==> src/sv/tccw_pkg.sv <==
// Package with shared types and constants for the text console character writer.
`timescale 1ns / 1ps

package tccw_pkg;

  localparam int COLUMNS_DEF = 80;
  localparam int ROWS_DEF    = 25;

  localparam logic [7:0] CH_NEWLINE = 8'd10;
  localparam logic [7:0] CH_RETURN  = 8'd13;
  localparam logic [7:0] CH_SPACE   = 8'd32;

  localparam logic CMD_PUT  = 1'b0;
  localparam logic CMD_READ = 1'b1;

  typedef struct packed {
    logic       command;
    logic [7:0] char_code;
    logic [7:0] attribute;
    logic [4:0] read_row;
    logic [6:0] read_col;
  } in_item_t;

  typedef struct packed {
    logic [15:0] cell_value;
    logic [4:0]  cursor_row_now;
    logic [6:0]  cursor_col_now;
    logic        scrolled;
  } out_item_t;

  typedef enum logic [2:0] {
    ST_CLEAR,
    ST_IDLE,
    ST_PUT,
    ST_RD_ISSUE,
    ST_RD_DATA,
    ST_SC_COPY,
    ST_SC_DRAIN,
    ST_SC_FILL
  } state_t;

  typedef enum logic {
    ALU_ADD,
    ALU_SUB
  } alu_op_t;

endpackage

==> src/sv/tccw_addr_unit.sv <==
// Shared address adder/subtractor for cursor, read and scroll addressing.
`timescale 1ns / 1ps

module tccw_addr_unit #(
  parameter int AW = 11
) (
  input  tccw_pkg::alu_op_t op,
  input  logic [AW-1:0]     a,
  input  logic [AW-1:0]     b,
  output logic [AW-1:0]     sum
);

  always_comb begin
    case (op)
      tccw_pkg::ALU_ADD: sum = a + b;
      tccw_pkg::ALU_SUB: sum = a - b;
      default:           sum = a;
    endcase
  end

endmodule

==> config.mk <==
export PLATFORM = sky130hd
export DESIGN_NAME = tccw_addr_unit
export DESIGN_NICKNAME = d
export VERILOG_FILES = /design/src/sv/tccw_pkg.sv /design/src/sv/tccw_addr_unit.sv
export SDC_FILE = /design/constraint.sdc
export NUM_CORES = 1
export LEC_CHECK = 0
export BUFFER_PORTS_ARGS = -buffer_cell sky130_fd_sc_hd__buf_2
export CAP_MARGIN = 20
export CORE_AREA = 8 8 49 51
export DETAILED_ROUTE_END_ITERATION = 8
export DIE_AREA = 0 0 57 59
export PLACE_DENSITY = 0.79
export SETUP_SLACK_MARGIN = 0.4
export SYNTH_ARGS = -nofsm -noshare
export SYNTH_HDL_FRONTEND = slang
export SYNTH_SLANG_ARGS = --single-unit
==> constraint.sdc <==
create_clock -name vclk -period 7.85
set_clock_uncertainty 0.05 [all_clocks]
set_input_delay 2.355 -clock vclk [all_inputs]
set_output_delay 2.355 -clock vclk [all_outputs]
set_load 0.05 [all_outputs]
# After elaboration in Yosys (flattened, before gate mapping)
# Index checks and enable logic that the tools add are counted.
[word_totals] output_inout_bits=11 regBits=0 elab_cells=4
[classes] addsub=2 n_bitwise=1 muxes=1
[op_table] operator="$pmux 11 s2" count=1
[op_table] operator="$add 11x11->11" count=1
[op_table] operator="$sub 11x11->11" count=1
[op_table] operator="$not 1->1" count=1

# Depth between registers and ports, before layout
# Gate-level depths: netlist (run 1).
[depth] word_depth=2 depth_mapped=11 ltp_nobuf=10

# Worst setup path before layout (run 1)
# Ideal clock, no wire load.
[synth_path] kind="in2out" from="input port b[4]" to="output port sum[8]" t_required_ps=5445 n_path_buf=0 stages=9 arrival_time_ps=4884 setup_slack_ps=561 path_cell_list="nor3_1 and3_1 nor2_1 xnor2_1 ha_1 and3_4 a2111oi_4 a21oi_1 xor2_1"
[synth_via] elab_chain_len=2 elab_cells_between_ends=3 classes_between="add/sub (2); mux (1)"
[synth_lines] item="start, declared" line_no="tccw_addr_unit.sv:9" text="input logic [AW-1:0] b,"
[synth_lines] item="$sub 11x11->11 / $add 11x11->11 (equally long branches)" line_no="tccw_addr_unit.sv:16, tccw_addr_unit.sv:15"
[synth_lines] item="$pmux 11 s2 *" line_no="tccw_addr_unit.sv:14" text="case (op)"
[synth_lines] item="end, declared" line_no="tccw_addr_unit.sv:10" text="output logic [AW-1:0] sum"
# Every way passes the cells marked *; elsewhere a longest branch is shown, timed or not.

# Final worst setup path (run 1)
[layout_path] from="input port b[2]" to="output port sum[10]"
# The elaborated chain is that of the path after synthesis.

==> parameters.txt, run 1 <==
Parameter                              Value

Drt
  Drt via density ... roughly 5.4
  Count of nets left with antenna violations after detail routing ... 0
  Via count ... 759
  Overall routed net length ... 1.86 mm
  Residual DRC count ... 0
  Total iterations of the first detailed-routing run ... 4
  Wire per inst ... 13.2 um
  Number of design-rule violations left by the first detailed-router iteration ... 6

Timing
  Final Slew Violations ... 0
  Time the final worst path needs with I/O delays and setup ... 7200 ps
  Number of endpoints failing setup at the final stage ... 0
  Final cycle utilization of the critical path ... 91.7%
  Post-route setup slack ... 654 ps
  Fmax ... between 100 and 150 MHz
  Hold violation total from the final report ... 0
  Total Neg Setup Slack ... 0 ps
  Worst slew margin ... roughly three quarters
  Slew at the pin closest to its max-slew limit ... about 350 ps
  Setup repair after global routing missed its margin ... no

Critical path
  Worst-path fanout max ... 7
  Critical Path RT ... 5450 ps
  Arrival time reported for the critical path endpoint ... 4790 ps
  Worst Setup Start Kind ... input port
  Critical path start-end classification ... input port to output port
  Critical path capture point type ... output port

Logic synthesis
  Fraction of the mapped netlist area in simple logic gates ... 19.6%
  Post-synthesis cell type with the largest combined area ... sky130_fd_sc_hd__ha_1
  Synthesized area ... 694 um2
  Share of the synthesized area in compound gates (AO/OA/AOI/OAI) ... 26.8%
  Synthesized netlist net count ... 128
  Sequential share of the synthesized area ... 0%
  Post-synthesis share of cell area spent on full adders, half adders and majority gates ... roughly a quarter
  Share of synthesized area spent on multiplexers ... between 1 and 1.5%
  Cell types with the largest area share after synthesis ... sky130_fd_sc_hd__ha_1 (22%), sky130_fd_sc_hd__xnor2_1 (16%), sky130_fd_sc_hd__a21oi_1 (7.9%), sky130_fd_sc_hd__xor2_1 (6.3%), sky130_fd_sc_hd__nor2_1 (4.3%)
  Share of the synthesized area in the top cell type ... a little over a fifth
  Synth Instances ... between 90 and 100
  Cell variety after synth ... 31
  Post-synthesis area per instance ... 7.55 um2
  Share of the synthesized netlist area taken by xor and xnor gates ... 22.7%
  Largest family of logic cells by synthesized area ... compound AO/OA/AOI/OAI gates
  Count of warnings emitted by yosys ... 0

Job
  Max-cap viol count ... 0

Finish
  Final cell count without fillers ... 141
  Synthesis-to-layout area growth ... 27.2%
  # nets final ... 162
  Clock Buffer Count ... 0
  Share of cells above drive strength 1 ... 32.3%
  Area used by sequential logic in the layout ... 0 um2
  Number of sequential storage elements ... 0
  Number of inserted diodes ... 0
  Number of fill cells ... 160

Pwr
  LEAKAGE ... 0.446 nW
  Int Pwr ... 0.0477 mW
  Clk network pwr share ... 0%
  Sw frac ... 69.5%
  Net switching power of the design ... 0.109 mW
  Power density of the placed cells ... 177 nW/um2
  Combinational Power Share ... between 90% and 100%
  Sequential Power Share ... 0%
  Peak supply drop ... 0.0658 mV

GRT
  Initial antenna violation count ... 0
  Global-route wire length before repair ... roughly 3.2 mm
  Residual overflow from global routing ... 0
  Total track usage ... between 10% and 20%
  Pin count of the biggest net entering global routing ... 11
  Number of global-route vias before repair ... 744

Place
  Final weighted congestion of routability-driven global placement ... 0.889
  Number of placed instances with taps included ... 141
  HPWL after detailed placement ... 1.69 mm
  Count of input and output buffers ... 34
  Pre-CTS WS ... 560 ps

Hold path
  Min-Delay Path Class ... input port to output port

CTS
  Buffers inserted during post-CTS setup optimization ... 0

Floorplanning
  Number of placed I/O pins ... 34
  Horiz. Die Dim ... 57 um
  Cell row count ... 15
  Total die area ... 3360 um2
  Initial Utilization ... 42.0%
  Placeable core area ... 1650 um2
  Die boundary height ... approximately 59 um

Run status
  Run status ... complete, no violations
repair_timing:
action	4_1_cts	5_1_grt
resized for setup	0	1
hold buffers	0	0
setup endpoints to repair	0	1
critical path, cell delays in order:
cell                        delay, ps
sky130_fd_sc_hd__buf_2            130
sky130_fd_sc_hd__nor3_2           260
sky130_fd_sc_hd__and3_1           240
sky130_fd_sc_hd__nor2_1            60
sky130_fd_sc_hd__xnor2_1          130
sky130_fd_sc_hd__ha_1             360
sky130_fd_sc_hd__and3_4           190
sky130_fd_sc_hd__a2111oi_4        430
sky130_fd_sc_hd__o21ai_2           90
sky130_fd_sc_hd__a21oi_2          150
sky130_fd_sc_hd__xnor2_1          120
sky130_fd_sc_hd__buf_2            280
layout by cell type (no fill, tap or decap), types with 2 or more instances in the layout:
cell type,n
sky130_fd_sc_hd__inv_1,7
sky130_fd_sc_hd__a21o_1,3
sky130_fd_sc_hd__and3_1,2
sky130_fd_sc_hd__nor3_1,3
sky130_fd_sc_hd__a31oi_1,2
sky130_fd_sc_hd__nor2_1,8
sky130_fd_sc_hd__ha_1,12
sky130_fd_sc_hd__nand2b_1,3
sky130_fd_sc_hd__a21oi_1,11
sky130_fd_sc_hd__xnor2_1,13
sky130_fd_sc_hd__nand3_1,2
sky130_fd_sc_hd__buf_2,34
sky130_fd_sc_hd__xor2_1,5
per-layer routing:
metal  global-route usage (%)  share of wire, %  vias to the layer above
met5                        0                 0                        -
met4                        0                 0                        0
met3                     2.36               6.5                        0
met2                     20.5                52                       16
met1                     11.7                41                      343
li1                         -                 -                      400
through the flow:
step                      total power [mW]  area (um2)  utilization, %  hold slack, ps
final                                0.156         883            53.5            5100
after global routing                 0.167         883            53.5            5130
after CTS                            0.157         878            53.2            5110
after detailed placement             0.157         878            53.2            5110
after global placement               0.155         878            53.2            5100
after floorplan                      0.124         694               -            4940
kinds of logic after synthesis:
group                    after synthesis
XOR/XNOR                              18
multiplexers                           1
buffers and inverters                  9
adder cells (fa/ha/maj)               13
AO/OA/AOI/OAI                         26
AND/OR/NAND/NOR                       25
cell type report:
type	count	area, um2	area share, %
repair buffers	34	170	19.3
inverters	7	26.3	2.97
multi-input cells	83	666	75.4
well taps	17	21.3	2.41
Yosys cell counts, types with 2 or more instances:
master	n
sky130_fd_sc_hd__a21oi_1	11
sky130_fd_sc_hd__xor2_1	5
sky130_fd_sc_hd__a21o_1	3
sky130_fd_sc_hd__and3_1	2
sky130_fd_sc_hd__clkbuf_1	2
sky130_fd_sc_hd__nor2_1	8
sky130_fd_sc_hd__nand3_1	2
sky130_fd_sc_hd__a31oi_1	2
sky130_fd_sc_hd__inv_1	7
sky130_fd_sc_hd__ha_1	12
sky130_fd_sc_hd__nand2b_1	3
sky130_fd_sc_hd__nor3_1	4
sky130_fd_sc_hd__xnor2_1	13
path summary, 6_finish.rpt:
| kind | from | endpoint | slack, ps | cells after the start |
|---|---|---|---|---|
| worst min-delay path | b[0] | sum[0] | 5100 | 4 |
| worst max-delay path | b[2] | sum[10] | 650 | 12 |
power groups by stage:
stage	logic [mW]	registers (mW)	clock network [mW]
after floorplan	0.124	0	0
after global placement	0.155	0	0
after detailed placement	0.157	0	0
after CTS	0.157	0	0
after global routing	0.167	0	0
final	0.156	0	0
(Power assumes the default switching activity.)
==> inputs of run 2 (changes only) <==
--- a/config.mk
+++ b/config.mk
@@ -5,12 +5,13 @@
 export SDC_FILE = /design/constraint.sdc
 export NUM_CORES = 1
 export LEC_CHECK = 0
+export ABC_AREA = 1
 export BUFFER_PORTS_ARGS = -buffer_cell sky130_fd_sc_hd__buf_2
 export CAP_MARGIN = 20
-export CORE_AREA = 8 8 49 51
+export CORE_AREA = 2 2 43 53
 export DETAILED_ROUTE_END_ITERATION = 8
-export DIE_AREA = 0 0 57 59
-export PLACE_DENSITY = 0.79
+export DIE_AREA = 0 0 45 55
+export PLACE_DENSITY = 0.76
 export SETUP_SLACK_MARGIN = 0.4
 export SYNTH_ARGS = -nofsm -noshare
 export SYNTH_HDL_FRONTEND = slang
==> constraint.sdc (replaced) <==
create_clock -name vclk -period 7.85
set_clock_uncertainty 0.05 [all_clocks]
set_input_delay 0.3925 -clock vclk [all_inputs]
set_output_delay 0.3925 -clock vclk [all_outputs]
set_load 0.05 [all_outputs]
==> run 2 against run 1 <==
Critical path depth grew 4; synthesized area grew 21%; utilization shrank 1.3 points; final cell count grew 46%; combinational power shrank 3%; die area shrank 26%; via count grew 32%; sequential share of layout area is the same; count of clock-buffer cells in the layout is the same; hold slack lost 3900 ps; routed wire length grew 2.2%; synthesized cell count grew 65%; highest routed layer unchanged.
==> parameters.txt, run 2 <==
Parameter                              Value

Finish
  # nets final ... 224 (was 162)
  Synthesis-to-layout area growth ... 23.2% (was 27.2%)
  Multi-input combinational cell area ... 734 um2 (was 666 um2)
  Final standard cell area without fillers ... 1030 um2 (was 883 um2)
  Share of cells above drive strength 1 ... 25.3% (was 32.3%)
  Leading cell types in the layout, fill and taps excluded ... sky130_fd_sc_hd__nand2_1 (49), sky130_fd_sc_hd__buf_2 (34), sky130_fd_sc_hd__inv_1 (23) (was sky130_fd_sc_hd__buf_2 (34), sky130_fd_sc_hd__xnor2_1 (13), sky130_fd_sc_hd__ha_1 (12))
  Number of fill cells ... 207 (was 160)
  Number of inserted diodes ... 0 (unchanged)
  Number of sequential storage elements ... 0 (unchanged)
  Area used by sequential logic in the layout ... 0 um2 (unchanged)
  Clock Buffer Count ... 0 (unchanged)
  Most common cell after layout, fill and taps aside ... sky130_fd_sc_hd__nand2_1 (was sky130_fd_sc_hd__buf_2)

Place
  HPWL after detailed placement ... 1.75 mm (was 1.69 mm)
  Count of input and output buffers ... 34 (unchanged)
  Dpl cell area ... 1030 um2 (was 878 um2)
  Final weighted congestion of routability-driven global placement ... 0.886 (was 0.889)

Logic synthesis
  Cell types with the highest counts after synthesis ... sky130_fd_sc_hd__nand2_1 (49), sky130_fd_sc_hd__inv_1 (23), sky130_fd_sc_hd__nand3_1 (16), sky130_fd_sc_hd__ha_1 (12), sky130_fd_sc_hd__xor2_1 (11) (was sky130_fd_sc_hd__xnor2_1 (13), sky130_fd_sc_hd__ha_1 (12), sky130_fd_sc_hd__a21oi_1 (11), sky130_fd_sc_hd__nor2_1 (8), sky130_fd_sc_hd__inv_1 (7))
  Largest family of logic cells by synthesized area ... simple AND/OR/NAND/NOR gates (was compound AO/OA/AOI/OAI gates)
  Post-synthesis share of cell area spent on full adders, half adders and majority gates ... 20.3% (was 24.5%)
  Synthesized area ... 840 um2 (was 694 um2)
  Count of warnings emitted by yosys ... 0 (unchanged)
  Cell types with the largest area share after synthesis ... sky130_fd_sc_hd__nand2_1 (22%), sky130_fd_sc_hd__ha_1 (18%), sky130_fd_sc_hd__xor2_1 (11%), sky130_fd_sc_hd__inv_1 (10%), sky130_fd_sc_hd__nand3_1 (9.5%) (was sky130_fd_sc_hd__ha_1 (22%), sky130_fd_sc_hd__xnor2_1 (16%), sky130_fd_sc_hd__a21oi_1 (7.9%), sky130_fd_sc_hd__xor2_1 (6.3%), sky130_fd_sc_hd__nor2_1 (4.3%))
  Synth Instances ... 152 (was 92)
  Synthesized netlist net count ... 188 (was 128)
  Post-synthesis area per instance ... 5.52 um2 (was 7.55 um2)
  Post-synthesis cell type with the largest combined area ... sky130_fd_sc_hd__nand2_1 (was sky130_fd_sc_hd__ha_1)
  Sequential share of the synthesized area ... 0% (unchanged)
  Share of the synthesized area in the top cell type ... 21.9% (was 21.6%)
  Share of synthesized area spent on multiplexers ... 0% (was 1.44%)
  Fraction of the mapped netlist area in simple logic gates ... 46.8% (was 19.6%)
  Cell variety after synth ... 20 (was 31)
  Share of the synthesized netlist area taken by xor and xnor gates ... 12.5% (was 22.7%)
  Share of the synthesized area in compound gates (AO/OA/AOI/OAI) ... 7.90% (was 26.8%)
  Leading cell type by number of instances after synthesis ... sky130_fd_sc_hd__nand2_1 (was sky130_fd_sc_hd__xnor2_1)

Hold path
  Hold worst-path end ... sum[0] (unchanged)
  Min-Delay Path Class ... input port to output port (unchanged)
  Worst Min Path Start ... b[0] (unchanged)
  Cell depth of the worst min-delay path ... 4 (unchanged)

Timing
  Final Slew Violations ... 0 (unchanged)
  Slew at the pin closest to its max-slew limit ... 393 ps (was 350 ps)
  Setup repair after global routing missed its margin ... no (unchanged)
  Worst slew margin ... 73.5% (was 76.5%)
  Number of endpoints failing setup at the final stage ... 0 (unchanged)
  Final cycle utilization of the critical path ... 36.3% (was 91.7%)
  Hold violation total from the final report ... 0 (unchanged)
  Fmax ... 351 MHz (was 139 MHz)
  Time the final worst path needs with I/O delays and setup ... 2850 ps (was 7200 ps)
  Total Neg Setup Slack ... 0 ps (unchanged)

Floorplanning
  Horiz. Die Dim ... 45 um (was 57 um)
  Initial Utilization ... 42.4% (was 42.0%)
  Number of placed I/O pins ... 34 (unchanged)
  Cell row count ... 18 (was 15)
  Die boundary height ... 55 um (was 59 um)
  Total die area ... 2480 um2 (was 3360 um2)
  Placeable core area ... 1980 um2 (was 1650 um2)

GRT
  Gr busiest metal ... met2 (unchanged)
  Global-route wire length before repair ... 3.20 mm (was 3.15 mm)
  Number of global-route vias before repair ... 819 (was 744)
  GR Util met1 ... 21.0% (was 11.7%)
  Met2 usage in global routing ... 31.0% (was 20.5%)
  Total track usage ... 16.2% (was 10.5%)
  Residual overflow from global routing ... 0 (unchanged)
  Pin count of the biggest net entering global routing ... 10 (was 11)
  Initial antenna violation count ... 0 (unchanged)
  Global-route track usage on met3 ... 0.649% (was 2.36%)

Critical path
  Critical Path RT ... 7410 ps (was 5450 ps)
  Cell-by-cell trace of the critical path ... buf_2 -> inv_1 -> ha_1 -> nand3_1 -> o21ai_1 -> xor2_1 -> inv_1 -> ha_1 -> nand2_1 -> inv_1 -> a21oi_1 -> nand3_2 -> inv_2 -> nand2_1 -> nand2_1 -> buf_2 (was buf_2 -> nor3_2 -> and3_1 -> nor2_1 -> xnor2_1 -> ha_1 -> and3_4 -> a2111oi_4 -> o21ai_2 -> a21oi_2 -> xnor2_1 -> buf_2)
  Arrival time reported for the critical path endpoint ... 2400 ps (was 4790 ps)
  Critical path capture point type ... output port (unchanged)
  Worst-path fanout max ... 5 (was 7)
  Master of the slowest instance on the critical path ... sky130_fd_sc_hd__ha_1 (was sky130_fd_sc_hd__a2111oi_4)
  Critical path's largest stage delay ... 310 ps (was 430 ps)
  Worst Setup Start Kind ... input port (unchanged)
  Critical path start-end classification ... input port to output port (unchanged)

Pwr
  PnR Total Power ... 0.151 mW (was 0.156 mW)
  Peak supply drop ... 0.122 mV (was 0.0658 mV)
  Power density of the placed cells ... 146 nW/um2 (was 177 nW/um2)
  LEAKAGE ... 0.670 nW (was 0.446 nW)

Drt
  Count of nets left with antenna violations after detail routing ... 0 (unchanged)
  Wire per inst ... 9.22 um (was 13.2 um)
  Residual DRC count ... 0 (unchanged)
  Drt via density ... 4.88 (was 5.38)
  Overall routed net length ... 1.90 mm (was 1.86 mm)
  Total iterations of the first detailed-routing run ... 4 (unchanged)
  Via count ... 1005 (was 759)
  Number of design-rule violations left by the first detailed-router iteration ... 11 (was 6)

CTS
  Buffers inserted during post-CTS setup optimization ... 0 (unchanged)
  Hold buffers post-CTS ... 0 (unchanged)
  Resize count post-CTS ... 0 (unchanged)

Run status
  Run status ... complete, no violations (unchanged)

Job
  Max-cap viol count ... 0 (unchanged)
-- run 2: kinds of logic (layout without fill, tap and decap cells) --
| logic type | count (synthesis) | after routing |
|---|---|---|
| compound gates | 11 | 11 |
| xor+xnor | 12 | 12 |
| fa+ha+maj | 13 | 13 |
| buf+inv | 28 | 62 |
| simple gates | 88 | 88 |
-- run 2: layout make-up --
cell class | count | share of cell area [%]
Inverter | 28 | 10.2
Multi-Input combinational cell | 124 | 71.0
Tap cell | 20 | 2.42
Timing Repair Buffer | 34 | 16.4
-- run 2: metal layers --
layer / routed length [um] / share of wire [%]
met4: 0 / 0
met2: 985 / 52
met3: 77 / 4.1
met5: 0 / 0
met1: 837 / 44
-- run 2: metrics by stage --
stage / cells / setup WS, ps / utilization (%) / hold WS (ps)
after floorplan: 152 / 5000 / - / 1020
after global placement: 206 / 5050 / 52.2 / 1160
after detailed placement: 206 / 5000 / 52.2 / 1160
after CTS: 206 / 5000 / 52.2 / 1160
after global routing: 206 / 4740 / 52.2 / 1190
final: 206 / 5000 / 52.2 / 1160
-- run 2: worst max path at each step --
| stage | start | to | slack, ps | cells past startpoint |
|---|---|---|---|---|
| CTS | b[0] | sum[10] | 5000 | 16 |
| detailed placement | b[0] | sum[10] | 5000 | 16 |
| global route | b[1] | sum[10] | 4740 | 16 |
| finish | b[1] | sum[10] | 5000 | 16 |
| floorplan | b[0] | sum[5] | 5000 | 12 |
| global placement | b[0] | sum[10] | 5050 | 16 |
-- run 2: worst max-delay path: cells and delay by family --
kind,cells,cell delay [ps]
AND/OR/NAND/NOR,5,410
buffers and inverters,6,600
adder cells (fa/ha/maj),2,470
AO/OA/AOI/OAI,2,350
XOR/XNOR,1,150
-- run 2: power by group --
| group | leakage [nW] | internal [mW] | total [mW] | switching (mW) |
|---|---|---|---|---|
| registers | 0 | 0 | 0 | 0 |
| logic | 0.670 | 0.0430 | 0.151 | 0.108 |
| clock network | 0 | 0 | 0 | 0 |
| total | 0.670 | 0.0430 | 0.151 | 0.108 |
==> inputs of run 3 (changes only) <==
--- a/config.mk
+++ b/config.mk
@@ -5,13 +5,13 @@
 export SDC_FILE = /design/constraint.sdc
 export NUM_CORES = 1
 export LEC_CHECK = 0
-export ABC_AREA = 1
+export ABC_AREA = 0
 export BUFFER_PORTS_ARGS = -buffer_cell sky130_fd_sc_hd__buf_2
 export CAP_MARGIN = 20
-export CORE_AREA = 2 2 43 53
+export CORE_AREA = 2 2 43 45
 export DETAILED_ROUTE_END_ITERATION = 8
-export DIE_AREA = 0 0 45 55
-export PLACE_DENSITY = 0.76
+export DIE_AREA = 0 0 45 47
+export PLACE_DENSITY = 0.81
 export SETUP_SLACK_MARGIN = 0.4
 export SYNTH_ARGS = -nofsm -noshare
 export SYNTH_HDL_FRONTEND = slang
==> constraint.sdc (replaced) <==
create_clock -name vclk -period 2.3
set_clock_uncertainty 0.05 [all_clocks]
set_input_delay 0.115 -clock vclk [all_inputs]
set_output_delay 0.115 -clock vclk [all_outputs]
set_load 0.05 [all_outputs]
==> run 3 against run 2 <==
The flow now stops in global routing (5_1_grt); synthesized cell count decreased by 39%; synthesized area is 17% lower.
==> parameters.txt, run 3 <==
Parameter                              Value

Run status
  Run status ... did not finish (was complete, no violations)
  Halt Stage ... global routing (5_1_grt)
  First error message ... [ERROR GRT-0232] Routing congestion too high. Check the congestion heatmap in the GUI.

CTS
  Hold buffers post-CTS ... 0 (unchanged)

Floorplanning
  Die boundary height ... 47 um (was 55 um)
  Number of placed I/O pins ... 34 (unchanged)
  Horiz. Die Dim ... 45 um (unchanged)
  Cell row count ... 15 (was 18)
  Initial Utilization ... 42.0% (was 42.4%)

Logic synthesis
  Synthesized netlist net count ... 128 (was 188)
  Sequential share of the synthesized area ... 0% (unchanged)
  Cell variety after synth ... 31 (was 20)
  Cell types with the highest counts after synthesis ... sky130_fd_sc_hd__xnor2_1 (13), sky130_fd_sc_hd__ha_1 (12), sky130_fd_sc_hd__a21oi_1 (11), sky130_fd_sc_hd__nor2_1 (8), sky130_fd_sc_hd__inv_1 (7) (was sky130_fd_sc_hd__nand2_1 (49), sky130_fd_sc_hd__inv_1 (23), sky130_fd_sc_hd__nand3_1 (16), sky130_fd_sc_hd__ha_1 (12), sky130_fd_sc_hd__xor2_1 (11))
  Post-synthesis cell type with the largest combined area ... sky130_fd_sc_hd__ha_1 (was sky130_fd_sc_hd__nand2_1)
  Leading cell type by number of instances after synthesis ... sky130_fd_sc_hd__xnor2_1 (was sky130_fd_sc_hd__nand2_1)
  Count of warnings emitted by yosys ... 0 (unchanged)
  Synthesized area ... 694 um2 (was 840 um2)
  Post-synthesis area per instance ... 7.55 um2 (was 5.52 um2)
  Cell types with the largest area share after synthesis ... sky130_fd_sc_hd__ha_1 (22%), sky130_fd_sc_hd__xnor2_1 (16%), sky130_fd_sc_hd__a21oi_1 (7.9%), sky130_fd_sc_hd__xor2_1 (6.3%), sky130_fd_sc_hd__nor2_1 (4.3%) (was sky130_fd_sc_hd__nand2_1 (22%), sky130_fd_sc_hd__ha_1 (18%), sky130_fd_sc_hd__xor2_1 (11%), sky130_fd_sc_hd__inv_1 (10%), sky130_fd_sc_hd__nand3_1 (9.5%))
  Share of the synthesized area in the top cell type ... 21.6% (was 21.9%)
  Synth Instances ... 92 (was 152)

Timing
  Type of the worst endpoint after the last repair ... top-level output
  Final worst endpoint reported by repair_timing after global routing ... sum[10]

GRT
  Total track usage ... ~69%
  Pin count of the biggest net entering global routing ... 8
  Residual overflow from global routing ... 34

Place
  Count of input and output buffers ... 34 (unchanged)
  Pre-CTS WS ... -306 ps (was 5000 ps)
  Final weighted congestion of routability-driven global placement ... 0.805 (was 0.886)
  HPWL after detailed placement ... 1.96 mm (was 1.75 mm)
  Number of placed instances with taps included ... 173 (was 206)
[run 3: per-layer routing]
layer	overflow	track usage (%)
met4	16	89.4
met3	0	43.1
met2	17	92.6
met5	0	0
met1	1	64.4
[run 3: metrics by stage]
| step | cell area (um2) | TNS [ps] | utilization, % | hold slack (ps) |
|---|---|---|---|---|
| global placement | 1240 | -933 | 75.2 | 660 |
| floorplan | 828 | -156 | - | 461 |
| detailed placement | 1240 | -1140 | 75.2 | 670 |
| CTS | 1550 | -396 | 93.7 | 671 |
[run 3: cell families after synthesis]
logic type / count (synthesis) / synth area share (%)
xor+xnor: 18 / 22.7
simple gates: 25 / 19.6
buf+inv: 9 / 4.87
compound gates: 26 / 26.8
mux: 1 / 1.44
fa+ha+maj: 13 / 24.5
[run 3: what timing repair did]
action / 4_1_cts
buffers inserted: 6
gates resized for setup: 61
endpoints found under the setup margin: 8
pin swaps: 16
==> inputs of run 4 (changes only) <==
--- a/config.mk
+++ b/config.mk
@@ -8,11 +8,10 @@
 export ABC_AREA = 0
 export BUFFER_PORTS_ARGS = -buffer_cell sky130_fd_sc_hd__buf_2
 export CAP_MARGIN = 20
-export CORE_AREA = 2 2 43 45
+export CORE_AREA = 2 2 63 65
 export DETAILED_ROUTE_END_ITERATION = 8
-export DIE_AREA = 0 0 45 47
-export PLACE_DENSITY = 0.81
-export SETUP_SLACK_MARGIN = 0.4
+export DIE_AREA = 0 0 65 67
+export PLACE_DENSITY_LB_ADDON = 0.15
 export SYNTH_ARGS = -nofsm -noshare
 export SYNTH_HDL_FRONTEND = slang
 export SYNTH_SLANG_ARGS = --single-unit
==> constraint.sdc (replaced) <==
create_clock -name vclk -period 3
set_clock_uncertainty 0.05 [all_clocks]
set_input_delay 0.15 -clock vclk [all_inputs]
set_output_delay 0.15 -clock vclk [all_outputs]
set_load 0.05 [all_outputs]
==> run 4 against run 3 <==
The flow now finishes without violations.
==> parameters.txt, run 4 (synthesis results as in run 1) <==
Parameter                              Value

Pwr
  PnR Total Power ... 0.412 mW
  Clk network pwr share ... 0%
  Sequential Power Share ... 0%
  Int Pwr ... between 0.1 and 0.15 mW
  Combinational Power Share ... 100.0%
  Net switching power of the design ... 0.284 mW
  LEAKAGE ... 0.451 nW
  Power density of the placed cells ... 444 nW/um2
  Peak supply drop ... ~0.079 mV
  Sw frac ... between 60% and 70%

Drt
  Wire per inst ... 10.9 um
  Count of nets left with antenna violations after detail routing ... 0
  Overall routed net length ... 1.89 mm
  Residual DRC count ... 0
  Drt via density ... about 4.5
  Number of design-rule violations left by the first detailed-router iteration ... 42
  Via count ... 775
  Total iterations of the first detailed-routing run ... 4

Critical path
  Master of the slowest instance on the critical path ... sky130_fd_sc_hd__a2111oi_4
  Arrival time reported for the critical path endpoint ... 2570 ps
  Worst Setup Start Kind ... input port
  Critical path capture point type ... output port
  Cell-by-cell trace of the critical path ... buf_2 -> nor3_1 -> and3_1 -> nor2_1 -> xnor2_1 -> ha_1 -> and3_4 -> a2111oi_4 -> o21ai_2 -> a21oi_2 -> xnor2_1 -> clkbuf_4
  Critical path's largest stage delay ... 440 ps
  Critical Path RT ... 2800 ps
  Critical path start-end classification ... input port to output port
  Worst-path fanout max ... 7
  Cell occurring most often along the worst timing path ... sky130_fd_sc_hd__xnor2_1

Finish
  Clock Buffer Count ... 0
  Number of sequential storage elements ... 0
  Synthesis-to-layout area growth ... 33.5%
  Leading cell types in the layout, fill and taps excluded ... sky130_fd_sc_hd__buf_2 (33), sky130_fd_sc_hd__xnor2_1 (13), sky130_fd_sc_hd__ha_1 (12)
  Share of cells above drive strength 1 ... 32.0%
  Most common cell after layout, fill and taps aside ... sky130_fd_sc_hd__buf_2
  Number of fill cells ... approximately 420
  Final cell count without fillers ... around 170
  Final core utilization ... about a quarter
  Area used by sequential logic in the layout ... 0 um2
  Number of inserted diodes ... 0
  # nets final ... 163

Timing
  Hold violation total from the final report ... 0
  Setup repair after global routing missed its margin ... no
  Time the final worst path needs with I/O delays and setup ... 2770 ps
  Worst slew margin ... 73.3%
  Fmax ... 361 MHz
  Slew at the pin closest to its max-slew limit ... 397 ps
  Total Neg Setup Slack ... 0 ps
  Final Slew Violations ... 0
  Number of endpoints failing setup at the final stage ... 0
  Final cycle utilization of the critical path ... 92.2%

GRT
  Global-route wire length before repair ... 2.99 mm
  Total track usage ... under 10%
  Number of global-route vias before repair ... 756
  Pin count of the biggest net entering global routing ... 11
  Initial antenna violation count ... 0
  Residual overflow from global routing ... 0

Place
  Number of placed instances with taps included ... 173 (unchanged)
  HPWL after detailed placement ... 1.69 mm (was 1.96 mm)
  Final weighted congestion of routability-driven global placement ... 0.831 (was 0.805)
  Count of input and output buffers ... 34 (unchanged)

Floorplanning
  Placeable core area ... 3610 um2
  Cell row count ... 22 (was 15)
  Die boundary height ... 67 um (was 47 um)
  Horiz. Die Dim ... 65 um (was 45 um)
  Total die area ... ~4400 um2
  Number of placed I/O pins ... 34 (unchanged)
  Initial Utilization ... 19.3% (was 42.0%)

Hold path
  Hold worst-path end ... sum[0]
  Min-Delay Path Class ... input port to output port
  Worst Min Path Start ... b[0]
  Cell depth of the worst min-delay path ... 4

CTS
  Buffers inserted during post-CTS setup optimization ... 0 (was 6)

Job
  Max-cap viol count ... 0

Run status
  Run status ... complete, no violations (was did not finish)
==> run 4: layer usage <==
metal | global-route usage, % | share of wire (%)
met1 | 9.31 | 43
met4 | 0 | 0
met5 | 0 | 0
met2 | 18.0 | 52
met3 | 0.338 | 4.1
==> run 4: how the worst max path moves through the flow <==
stage | from | to | slack [ps] | cells past startpoint
2_1_floorplan | b[4] | sum[8] | 120 | 9
3_3_place_gp | b[2] | sum[10] | 260 | 12
5_1_grt | b[2] | sum[10] | 3 | 12
3_5_place_dp | b[4] | sum[10] | 170 | 12
4_1_cts | b[4] | sum[10] | 170 | 12
6_report | b[4] | sum[10] | 230 | 12
==> run 4: worst max-delay path: cells and delay by family <==
| family | cells | cell delay (ps) |
|---|---|---|
| simple gates | 4 | 730 |
| compound gates | 3 | 690 |
| xor+xnor | 2 | 260 |
| fa+ha+maj | 1 | 370 |
| buf+inv | 2 | 360 |
==> run 4: power groups by stage <==
stage	registers, mW	logic (mW)	clock network [mW]
CTS	0	0.414	0
detailed placement	0	0.413	0
global route	0	0.445	0
finish	0	0.412	0
floorplan	0	0.324	0
global placement	0	0.412	0
==> run 4: area by class of cell <==
| type | count | area [um2] | area share (%) |
|---|---|---|---|
| multi-input combinational | 83 | 661 | 71.3 |
| tap | 48 | 60.1 | 6.48 |
| timing repair buffer | 35 | 180 | 19.4 |
| inverter | 7 | 26.3 | 2.83 |
==> run 4: per-stage QoR <==
stage,area (um2),hold slack [ps],worst slack [ps]
after floorplan,694,531,121
after global placement,925,704,258
after detailed placement,925,709,165
after CTS,925,710,166
after global routing,927,723,2.85
final,927,700,234
==> run 4: repair_timing <==
action | in CTS | in global routing
hold buffers | 0 | 0
resized for setup | 0 | 1
setup endpoints to repair | 0 | 1
hold endpoints to repair | 0 | 0
